--- config.mk ---
export PLATFORM = sky130hd
export DESIGN_NAME = sha256_stream_hasher_top
export DESIGN_NICKNAME = d
export VERILOG_FILES = /design/src/rtl/sha_pkg.sv /design/src/rtl/sha_datapath.sv /design/src/rtl/sha_ctrl.sv /design/src/rtl/sha256_stream_hasher_top.sv
export SDC_FILE = /design/constraint.sdc
export NUM_CORES = 2
export LEC_CHECK = 0
export ABC_AREA = 1
export BUFFER_PORTS_ARGS = -buffer_cell sky130_fd_sc_hd__buf_2
export CORE_ASPECT_RATIO = 0.9
export CORE_UTILIZATION = 35
export CTS_CLUSTER_DIAMETER = 100
export CTS_CLUSTER_SIZE = 14
export DETAILED_ROUTE_END_ITERATION = 8
export HOLD_SLACK_MARGIN = 0.05
export PLACE_DENSITY = 0.5
export SYNTH_ARGS = -nofsm -noshare
export SYNTH_HDL_FRONTEND = slang
export SYNTH_SLANG_ARGS = --single-unit
--- constraint.sdc ---
create_clock -name clk -period 20.4 [get_ports clk]
set_clock_uncertainty 0.15 [all_clocks]
set_input_delay 4.08 -clock clk [delete_from_list [all_inputs] [get_ports clk]]
set_output_delay 4.08 -clock clk [all_outputs]
set_load 0.005 [all_outputs]
--- src/rtl/sha_pkg.sv ---
package sha_pkg;

    typedef struct packed {
        logic write_byte;
        logic write_pad;
        logic clear_tail;
        logic write_len;
        logic start_comp;
        logic round_step;
        logic finish_comp;
        logic load_iv;
        logic clear_count;
    } sha_cmd_t;

    typedef struct packed {
        logic       block_full;
        logic       tail_over;
        logic       rounds_done;
    } sha_stat_t;

    localparam logic [7:0] PAD_BYTE = 8'h80;

    localparam logic [31:0] ROUND_K [64] = '{
        32'h428a2f98, 32'h71374491, 32'hb5c0fbcf, 32'he9b5dba5,
        32'h3956c25b, 32'h59f111f1, 32'h923f82a4, 32'hab1c5ed5,
        32'hd807aa98, 32'h12835b01, 32'h243185be, 32'h550c7dc3,
        32'h72be5d74, 32'h80deb1fe, 32'h9bdc06a7, 32'hc19bf174,
        32'he49b69c1, 32'hefbe4786, 32'h0fc19dc6, 32'h240ca1cc,
        32'h2de92c6f, 32'h4a7484aa, 32'h5cb0a9dc, 32'h76f988da,
        32'h983e5152, 32'ha831c66d, 32'hb00327c8, 32'hbf597fc7,
        32'hc6e00bf3, 32'hd5a79147, 32'h06ca6351, 32'h14292967,
        32'h27b70a85, 32'h2e1b2138, 32'h4d2c6dfc, 32'h53380d13,
        32'h650a7354, 32'h766a0abb, 32'h81c2c92e, 32'h92722c85,
        32'ha2bfe8a1, 32'ha81a664b, 32'hc24b8b70, 32'hc76c51a3,
        32'hd192e819, 32'hd6990624, 32'hf40e3585, 32'h106aa070,
        32'h19a4c116, 32'h1e376c08, 32'h2748774c, 32'h34b0bcb5,
        32'h391c0cb3, 32'h4ed8aa4a, 32'h5b9cca4f, 32'h682e6ff3,
        32'h748f82ee, 32'h78a5636f, 32'h84c87814, 32'h8cc70208,
        32'h90befffa, 32'ha4506ceb, 32'hbef9a3f7, 32'hc67178f2
    };

    localparam logic [31:0] INIT_VEC [8] = '{
        32'h6a09e667, 32'hbb67ae85, 32'h3c6ef372, 32'ha54ff53a,
        32'h510e527f, 32'h9b05688c, 32'h1f83d9ab, 32'h5be0cd19
    };

    function automatic logic [31:0] ror32(input logic [31:0] x, input int n);
        ror32 = (x >> n) | (x << (32 - n));
    endfunction

endpackage

--- src/rtl/sha_datapath.sv ---
module sha_datapath (
    input  logic               clk,
    input  logic               rst_n,
    input  sha_pkg::sha_cmd_t  cmd,
    input  logic [7:0]         data_byte,
    output sha_pkg::sha_stat_t stat,
    output logic [255:0]       digest
);
    import sha_pkg::*;

    logic [31:0] buf_reg [16];
    logic [5:0]  fill_reg;
    logic [60:0] count_reg;
    logic [31:0] hash_reg [8];
    logic [31:0] v_reg [8];
    logic [31:0] w_reg [16];
    logic [5:0]  round_reg;
    logic [63:0] bits;
    logic [31:0] w_cur;
    logic [31:0] w_new;
    logic [31:0] s0w;
    logic [31:0] s1w;
    logic [31:0] t1;
    logic [31:0] t2;

    assign bits = {count_reg, 3'b000};
    assign s0w = ror32(w_reg[1], 7) ^ ror32(w_reg[1], 18) ^ (w_reg[1] >> 3);
    assign s1w = ror32(w_reg[14], 17) ^ ror32(w_reg[14], 19) ^ (w_reg[14] >> 10);
    assign w_new = w_reg[0] + s0w + w_reg[9] + s1w;
    assign w_cur = w_reg[0];
    assign t1 = v_reg[7] + (ror32(v_reg[4], 6) ^ ror32(v_reg[4], 11) ^ ror32(v_reg[4], 25))
        + ((v_reg[4] & v_reg[5]) ^ (~v_reg[4] & v_reg[6])) + ROUND_K[round_reg] + w_cur;
    assign t2 = (ror32(v_reg[0], 2) ^ ror32(v_reg[0], 13) ^ ror32(v_reg[0], 22))
        + ((v_reg[0] & v_reg[1]) ^ (v_reg[0] & v_reg[2]) ^ (v_reg[1] & v_reg[2]));

    assign stat.block_full  = (fill_reg == 6'd63);
    assign stat.tail_over   = (fill_reg > 6'd55);
    assign stat.rounds_done = (round_reg == 6'd63);

    always_comb
    begin
        for (int i = 0; i < 8; i++)
        begin
            digest[255 - 32 * i -: 32] = hash_reg[i];
        end
    end

    always_ff @(posedge clk or negedge rst_n)
    begin
        if (!rst_n)
        begin
            fill_reg  <= '0;
            count_reg <= '0;
            round_reg <= '0;
            for (int i = 0; i < 8; i++)
            begin
                hash_reg[i] <= INIT_VEC[i];
            end
        end
        else
        begin
            if (cmd.write_byte)
            begin
                fill_reg  <= fill_reg + 6'd1;
                count_reg <= count_reg + 61'd1;
            end
            if (cmd.clear_count)
            begin
                fill_reg  <= '0;
                count_reg <= '0;
            end
            if (cmd.start_comp)
            begin
                round_reg <= '0;
            end
            else if (cmd.round_step)
            begin
                round_reg <= round_reg + 6'd1;
            end
            if (cmd.finish_comp)
            begin
                for (int i = 0; i < 8; i++)
                begin
                    hash_reg[i] <= hash_reg[i] + v_reg[i];
                end
            end
            if (cmd.load_iv)
            begin
                for (int i = 0; i < 8; i++)
                begin
                    hash_reg[i] <= INIT_VEC[i];
                end
            end
        end
    end

    always_ff @(posedge clk)
    begin
        if (cmd.write_byte)
        begin
            buf_reg[fill_reg[5:2]][{~fill_reg[1:0], 3'b000} +: 8] <= data_byte;
        end
        if (cmd.write_pad)
        begin
            for (int j = 0; j < 16; j++)
            begin
                for (int b = 0; b < 4; b++)
                begin
                    if (6'(4 * j + b) == fill_reg)
                    begin
                        buf_reg[j][31 - 8 * b -: 8] <= PAD_BYTE;
                    end
                    else if (6'(4 * j + b) > fill_reg)
                    begin
                        buf_reg[j][31 - 8 * b -: 8] <= '0;
                    end
                end
            end
        end
        if (cmd.clear_tail)
        begin
            for (int j = 0; j < 16; j++)
            begin
                buf_reg[j] <= '0;
            end
        end
        if (cmd.write_len)
        begin
            buf_reg[14] <= bits[63:32];
            buf_reg[15] <= bits[31:0];
        end
        if (cmd.start_comp)
        begin
            for (int t = 0; t < 16; t++)
            begin
                w_reg[t] <= buf_reg[t];
            end
            for (int i = 0; i < 8; i++)
            begin
                v_reg[i] <= hash_reg[i];
            end
        end
        else if (cmd.round_step)
        begin
            for (int t = 0; t < 15; t++)
            begin
                w_reg[t] <= w_reg[t + 1];
            end
            w_reg[15] <= w_new;
            v_reg[7] <= v_reg[6];
            v_reg[6] <= v_reg[5];
            v_reg[5] <= v_reg[4];
            v_reg[4] <= v_reg[3] + t1;
            v_reg[3] <= v_reg[2];
            v_reg[2] <= v_reg[1];
            v_reg[1] <= v_reg[0];
            v_reg[0] <= t1 + t2;
        end
    end

endmodule

--- src/rtl/sha_ctrl.sv ---
module sha_ctrl (
    input  logic               clk,
    input  logic               rst_n,
    input  logic               in_valid,
    output logic               in_stall,
    input  logic               byte_present,
    input  logic               last_byte,
    input  sha_pkg::sha_stat_t stat,
    output sha_pkg::sha_cmd_t  cmd,
    output logic               out_valid,
    input  logic               out_stall,
    output logic [1:0]         word_index,
    output logic               last_word
);
    import sha_pkg::*;

    typedef enum logic [3:0] {
        S_IDLE, S_START, S_ROUNDS, S_FINISH, S_PAD, S_LEN, S_OUT
    } state_t;

    state_t     state_reg;
    logic       last_reg;
    logic       final_reg;
    logic       second_reg;
    logic [1:0] idx_reg;
    logic       take;

    assign in_stall   = (state_reg != S_IDLE);
    assign take       = in_valid && (state_reg == S_IDLE);
    assign out_valid  = (state_reg == S_OUT);
    assign word_index = idx_reg;
    assign last_word  = (idx_reg == 2'd3);

    always_comb
    begin
        cmd = '0;
        case (state_reg)
            S_IDLE:
            begin
                cmd.write_byte = take && byte_present;
            end
            S_PAD:
            begin
                cmd.write_pad = 1'b1;
            end
            S_LEN:
            begin
                cmd.write_len = 1'b1;
            end
            S_START:
            begin
                cmd.start_comp = 1'b1;
            end
            S_ROUNDS:
            begin
                cmd.round_step = 1'b1;
            end
            S_FINISH:
            begin
                cmd.finish_comp = 1'b1;
                cmd.clear_tail  = second_reg;
            end
            S_OUT:
            begin
                cmd.load_iv     = !out_stall && (idx_reg == 2'd3);
                cmd.clear_count = cmd.load_iv;
            end
            default:
            begin
                cmd = '0;
            end
        endcase
    end

    always_ff @(posedge clk or negedge rst_n)
    begin
        if (!rst_n)
        begin
            state_reg  <= S_IDLE;
            last_reg   <= 1'b0;
            final_reg  <= 1'b0;
            second_reg <= 1'b0;
            idx_reg    <= '0;
        end
        else
        begin
            case (state_reg)
                S_IDLE:
                begin
                    if (take)
                    begin
                        last_reg   <= last_byte;
                        final_reg  <= 1'b0;
                        second_reg <= 1'b0;
                        if (byte_present && stat.block_full)
                        begin
                            state_reg <= S_START;
                        end
                        else if (last_byte)
                        begin
                            state_reg <= S_PAD;
                        end
                    end
                end
                S_PAD:
                begin
                    if (stat.tail_over)
                    begin
                        second_reg <= 1'b1;
                        state_reg  <= S_START;
                    end
                    else
                    begin
                        state_reg <= S_LEN;
                    end
                end
                S_LEN:
                begin
                    final_reg <= 1'b1;
                    state_reg <= S_START;
                end
                S_START:
                begin
                    state_reg <= S_ROUNDS;
                end
                S_ROUNDS:
                begin
                    if (stat.rounds_done)
                    begin
                        state_reg <= S_FINISH;
                    end
                end
                S_FINISH:
                begin
                    second_reg <= 1'b0;
                    if (final_reg)
                    begin
                        idx_reg   <= '0;
                        state_reg <= S_OUT;
                    end
                    else if (second_reg)
                    begin
                        state_reg <= S_LEN;
                    end
                    else if (last_reg)
                    begin
                        state_reg <= S_PAD;
                    end
                    else
                    begin
                        state_reg <= S_IDLE;
                    end
                end
                S_OUT:
                begin
                    if (!out_stall)
                    begin
                        idx_reg <= idx_reg + 2'd1;
                        if (idx_reg == 2'd3)
                        begin
                            state_reg <= S_IDLE;
                        end
                    end
                end
                default:
                begin
                    state_reg <= S_IDLE;
                end
            endcase
        end
    end

`ifndef ASSERT_OFF
    a_out_only_final: assert property (@(posedge clk) disable iff (!rst_n)
        out_valid |-> final_reg)
        else $error("digest beat without final block");
    a_no_take_busy: assert property (@(posedge clk) disable iff (!rst_n)
        (state_reg == S_ROUNDS) |-> in_stall)
        else $error("input taken during rounds");
    a_rounds_finish: assert property (@(posedge clk) disable iff (!rst_n)
        (state_reg == S_ROUNDS && stat.rounds_done) |=> (state_reg == S_FINISH))
        else $error("rounds did not finish");
`endif

endmodule

--- src/rtl/sha256_stream_hasher_top.sv ---
// A byte that fills no block is written as it is taken; a full block is then compressed.
// A last beat adds padding, one or two compressions and four digest beats.
// Throughput: one byte per cycle while in_stall is low; one round unit serves each 64-byte block.
// Reset (rst_n, asynchronous, active low) loads the initial hash and clears the counts.
module sha256_stream_hasher_top (
    input  logic        clk,
    input  logic        rst_n,
    input  logic        in_valid,
    output logic        in_stall,
    input  logic [7:0]  data_byte,
    input  logic        byte_present,
    input  logic        last_byte,
    output logic        out_valid,
    input  logic        out_stall,
    output logic [63:0] digest_word,
    output logic [1:0]  word_index,
    output logic        last_word
);
    import sha_pkg::*;

    sha_cmd_t     cmd;
    sha_stat_t    stat;
    logic [255:0] digest;

    sha_ctrl u_ctrl (
        .clk(clk), .rst_n(rst_n), .in_valid(in_valid), .in_stall(in_stall),
        .byte_present(byte_present), .last_byte(last_byte), .stat(stat), .cmd(cmd),
        .out_valid(out_valid), .out_stall(out_stall), .word_index(word_index),
        .last_word(last_word)
    );

    sha_datapath u_dp (
        .clk(clk), .rst_n(rst_n), .cmd(cmd), .data_byte(data_byte), .stat(stat),
        .digest(digest)
    );

    assign digest_word = digest[255 - 64 * word_index -: 64];

endmodule
* Yosys cells after proc, flatten, opt, wreduce, memory -nomap -nowiden
Memory sizes are Yosys's and may differ from the RTL's. Cells that the tools add are included. W data, S select, Z words.
Word-level totals: register bits 338, bits in latches 0, RAM bits 1280, memory bits (read-only) 2048, input port bits 14, output and inout bits 69, logic and storage cells 1059, memories 4
Operators by class: add/sub/neg operators 24, multiply operators 0, div/mod/pow operators 0, $lt $le $gt $ge 66, equal/unequal tests 79, shift operators 3, multiplexer cells 658, bitwise operators 189, reductions and logical operators 20
Memories:
- (no name shown) | words 64, width 32, read ports 1, clocked after memory_dff 0, wr ports 0, line sha_datapath.sv:32 | + ((v_reg[4] & v_reg[5]) ^ (~v_reg[4] & v_reg[6])) + ROUND_K[round_reg] + w_cur;
- u_dp.buf_reg | words 16, width 32, read ports 16, clocked after memory_dff 0, wr ports 16, line sha_datapath.sv:11 | logic [31:0] buf_reg [16];
- u_dp.w_reg | words 16, width 32, read ports 16, clocked after memory_dff 0, wr ports 16, line sha_datapath.sv:16 | logic [31:0] w_reg [16];
- u_dp.v_reg | words 8, width 32, read ports 8, clocked after memory_dff 0, wr ports 8, line sha_datapath.sv:15 | logic [31:0] v_reg [8];
Operators with widths (number):
- $mux W8 | 136
- $mux W32 | 29
- $add A32 B32 Y32 | 18
- $mux W256 | 2
- $mux W1 | 467
- $shiftx A319 B33 Y64 | 1
- $xor A32 B32 Y32 | 9
- $eq A6 B6 Y1 const A | 32
- $gt A6 B6 Y1 const A | 32
- $and A32 B32 Y32 | 5
- $or A1 B1 Y1 | 160
- $mux W61 | 2
- $eq A5 B6 Y1 const A | 16
- $gt A5 B6 Y1 const A | 16
- $add A61 B1 Y61 const B | 1
- $eq A4 B6 Y1 const A | 8
- $gt A4 B6 Y1 const A | 8
- $mux W4 | 9
- $not A32 Y32 | 1
- $or A10 B32 Y32 | 1
- $or A13 B32 Y32 | 1
- $or A14 B32 Y32 | 1
- $or A15 B32 Y32 | 1
- $or A19 B32 Y32 | 1
- other kinds (49) | 82

* Depth between registers and ports, before layout
An unclocked memory read counts as a cell.
depth in word-level cells 10, depth in mapped cells 44, depth with buffers taken out 42

* Cells and area by module
Synthesis repeated with hierarchy kept, for this count alone.
Unflattened totals: cells, all modules 13606, area, all modules 102811.1 um^2
Modules (own cells, without submodules):
- sha_datapath | times used 1, cells each 12774, area an instance 99218.9 um^2, seq. area each 42325.6 um^2
- sha256_stream_hasher_top | times used 1, cells each 747, area an instance 3020.4 um^2, seq. area each 0.0 um^2
- sha_ctrl | times used 1, cells each 85, area an instance 571.8 um^2, seq. area each 200.2 um^2

* Worst setup path after synthesis
OpenSTA, ideal clock, no wires.
path type register to register, start reg u_ctrl.state_reg[1], end mem u_dp.v_reg[0][0], enable pin, arrival 13.449 ns, slack 1.395 ns, cell stages (with the launch flop) 8, period minus slack after synthesis 19.005 ns, cell sequence dfrtp_1 > inv_2 > nor2_1 > inv_2 > nor2_1 > clkinv_1 > clkbuf_1 > nand2_1
RTL lines:
- start: declaration | line sha_ctrl.sv:21 | state_t state_reg;
- start signal: assignment | line sha_ctrl.sv:79 | state_reg <= S_IDLE;
- start signal: assignment | line sha_ctrl.sv:97 | state_reg <= S_START;
- start signal: assignment | line sha_ctrl.sv:101 | state_reg <= S_PAD;
- end: declaration | line sha_datapath.sv:15

==> Flow_metrics.wiki <==
{| class="wikitable"
! Metric !! Value
|-
| Result of the run || complete, but fails checks
|-
| Violated checks || capacitance limit
|-
| Launch point of the worst reg-to-reg path || u_dp.round_reg[1]
|-
| Area of the die || 289,000 um2
|-
| Fraction of layout instances using a drive strength above 1 || 0.0573
|-
| Post-CTS setup buffers || 0
|-
| Global router's overall resource usage || 0.325
|-
| Element type at the critical path end || flip-flop
|-
| Rel. slew slack || 0.00720
|-
| First DRT Iteration DRCs || 10,200
|-
| Final Core Density || 0.383
|-
| Ratio of final minimum period to clock period || 0.499
|-
| Routed len/inst || 28.9 um
|-
| Maximum number of pins on one net before global-route repair || 200
|-
| Hold wc startpoint || u_dp.buf_reg[6][17]
|-
| Final critical delay including setup and external delays || 10.18 ns
|-
| Actual transition at the worst max-transition pin || 1.48 ns
|-
| Launching element type of the critical path || flip-flop
|-
| Most frequent cell on the critical path || sky130_fd_sc_hd__nand2_1
|-
| Number of nets at the end of the flow || 13,400
|-
| Setup TNS || 0 ns
|-
| Starting Density || 0.352
|-
| End of the worst hold path || u_dp.buf_reg[6][17]
|-
| Number of global-route vias before repair || 88,000
|-
| Type of the worst min-delay path || flip-flop to flip-flop
|-
| Top cell type's share of synthesized area || 0.247
|-
| Fraction of registers with async set or reset after synthesis || 0.208
|-
| Setup repair after global routing missed its margin || no
|-
| Post-detailed-placement half-perimeter wirelength || 375 mm
|-
| IO Count || 83
|-
| GPL Wtd Cong || 1.01
|-
| Count of input and output buffers || 82
|-
| Via Count || 92,200
|-
| Buffer cell driving the clock tree root || sky130_fd_sc_hd__clkbuf_16
|-
| Final number of max-transition violations || 0
|-
| Count of hold-fix buffers inserted at cts || 0
|-
| Cell area after synthesis || 100,000 um2
|-
| Non-filler cells in the finished layout || 16,700
|-
| Number of warnings issued by yosys || 0
|-
| Setup violation total in the final timing report || 0
|-
| Sinks on the clock net || 1,617
|-
| Crit Path Class || flip-flop to flip-flop
|-
| Most frequent standard cell in the layout excluding fill and tap cells || sky130_fd_sc_hd__nand2_1
|-
| Post-synthesis cell type count || 73
|-
| Layout-stage area growth over the synthesis result || 8.95%
|-
| Number of buffers inserted during clock tree synthesis || 152
|-
| Cts repair resizes || 0
|-
| Post-Synthesis Cells || 12,900
|-
| Maximum cell stage delay along the critical path || 0.66 ns
|-
| Row count || 186
|-
| Insertion delay of the later-clocked pin in the worst-skew pair || 0.90 ns
|-
| Avg Cell Area, Syn || 7.79 um2
|-
| Worst reg-to-reg path cell count || 35
|-
| DRT Wirelength || 481 mm
|-
| Number of enable flip-flop cells after synthesis || 827
|-
| Clock tree from TritonCTS || built
|-
| Number of instances on the worst hold path || 2
|-
| Proportion of synthesized chip area in sequential cells || 0.424
|-
| Arrival @ worst endpoint || 10.64 ns
|-
| Via count normalized by instance count || 5.53
|-
| Post-synthesis sequential element count || 1,617
|-
| Initial antenna violation count || 21
|-
| Buffer depth of the longest clock path || 4
|-
| Core Area || 285,000 um2
|-
| Number of nets still failing antenna checks after routing || 0
|-
| Most used flip-flop cell after synthesis || sky130_fd_sc_hd__edfxtp_1
|-
| Wire length of the first global-routing pass || 671 mm
|-
| WP data required || 20.86 ns
|-
| Top cells by area in the synthesized netlist || sky130_fd_sc_hd__edfxtp_1 (25%), sky130_fd_sc_hd__nand2_1 (14%), sky130_fd_sc_hd__dfxtp_1 (9.0%)
|-
| Cell with the largest stage delay on the worst path || sky130_fd_sc_hd__xor2_1
|-
| Die Ht || 510 um
|-
| Horiz. Die Dim || 566 um
|-
| Max-cap viol count || 2
|-
| Total nets after synthesis || 13,500
|-
| Number of H-tree branching levels || 4
|-
| Critical path fanouts, max || 11
|-
| Fin. Hold Viols || 0
|-
| Highest-count cells in the layout ignoring fill and taps || sky130_fd_sc_hd__nand2_1 (3,659), sky130_fd_sc_hd__inv_1 (1,511), sky130_fd_sc_hd__o21ai_0 (1,135)
|-
| Number of detailed-routing iterations run before antenna repair || 6
|-
| Cell taking the most area after synthesis || sky130_fd_sc_hd__edfxtp_1
|-
| Endpoint of the worst register-to-register path || u_dp.v_reg[0][31]
|-
| Highest clock frequency the design can meet || 0.0982 GHz
|-
| Clock transition at the registers of the reported paths || 0.08 ns
|-
| Residual DRC || 0
|-
| Placed Cells incl. Taps || 16,400
|-
| Register-to-register path setup slack || 10.22 ns
|-
| Global route overflow || 0
|}
## layout make-up
class	instances	area, um2
diodes	3	7.51
clock buffers	242	4210
clock inverters	28	263
fillers	29800	176000
inverters	1565	5900
multi-input cells	9252	50300
flip-flops and latches	1617	42500
well taps	3760	4700
repair buffers	212	1480
## cells in the mapped netlist, drive strengths merged, types with 27 or more instances
| cell type | count |
|---|---|
| fa | 195 |
| dfstp | 136 |
| clkbuf | 363 |
| xor2 | 232 |
| a21boi | 31 |
| a31oi | 53 |
| edfxtp | 827 |
| a21o | 79 |
| nand2 | 3668 |
| a21oi | 1080 |
| dfrtp | 201 |
| xnor2 | 171 |
| ha | 398 |
| nand3 | 405 |
| dfxtp | 453 |
| o221ai | 27 |
| o211ai | 36 |
| nor4 | 29 |
| a221oi | 38 |
| inv | 1556 |
| nor2 | 971 |
| o22ai | 205 |
| buf | 86 |
| o21ai | 1147 |
| nor3 | 142 |
| o21bai | 54 |
| nand4 | 79 |
## metrics by stage
stage          hold WS, ns  setup WS (ns)  cell area, um2
3_3_place_gp         0.282          10.36          105000
6_report             0.298          10.22          109000
4_1_cts              0.300          10.45          109000
2_1_floorplan        0.274           1.40          100000
3_5_place_dp         0.289          10.51          105000
5_1_grt              0.320           9.77          109000
## metal layers
metal  wire length (um)  GRT usage  part of all wire  vias up
li1                   -          -                 -    42500
met1             204000      0.426              0.42    45100
met2             216000      0.521              0.45     3684
met3              30300     0.0422             0.063      855
met4              30500      0.178             0.063        8
met5                 59          0           0.00012        -
## worst max path at each step
stage,startpoint,depth (start not counted),slack [ns],endpoint
after CTS,u_dp.round_reg[1],35,10.45,u_dp.v_reg[0][31]
after floorplan,u_ctrl.state_reg[1],7,1.40,u_dp.v_reg[0][0]
after global routing,u_dp.round_reg[0],35,9.77,u_dp.v_reg[0][31]
final,u_dp.round_reg[1],35,10.22,u_dp.v_reg[0][31]
after detailed placement,u_dp.round_reg[1],35,10.51,u_dp.v_reg[0][31]
after global placement,u_dp.round_reg[0],35,10.36,u_dp.v_reg[0][31]
## cell families after synthesis
family / Yosys count / share of synthesized area
xor+xnor: 403 / 0.0352
simple gates: 5349 / 0.214
flops: 1617 / 0.424
compound gates: 2868 / 0.158
mux: 18 / 0.00197
fa+ha+maj: 614 / 0.0906
buf+inv: 2014 / 0.0764
## worst max-delay path, delay by kind of cell (launching register included)
family / cells / cell delay, ns
buffers and inverters: 6 / 0.67
AND/OR/NAND/NOR: 13 / 2.00
flip-flops: 1 / 0.54
XOR/XNOR: 1 / 0.66
adder cells (fa/ha/maj): 7 / 3.34
AO/OA/AOI/OAI: 8 / 2.55
Power is left out: the tool's default activity adds up to more than one toggle a clock period on the data nets, which glitch-free logic cannot reach.
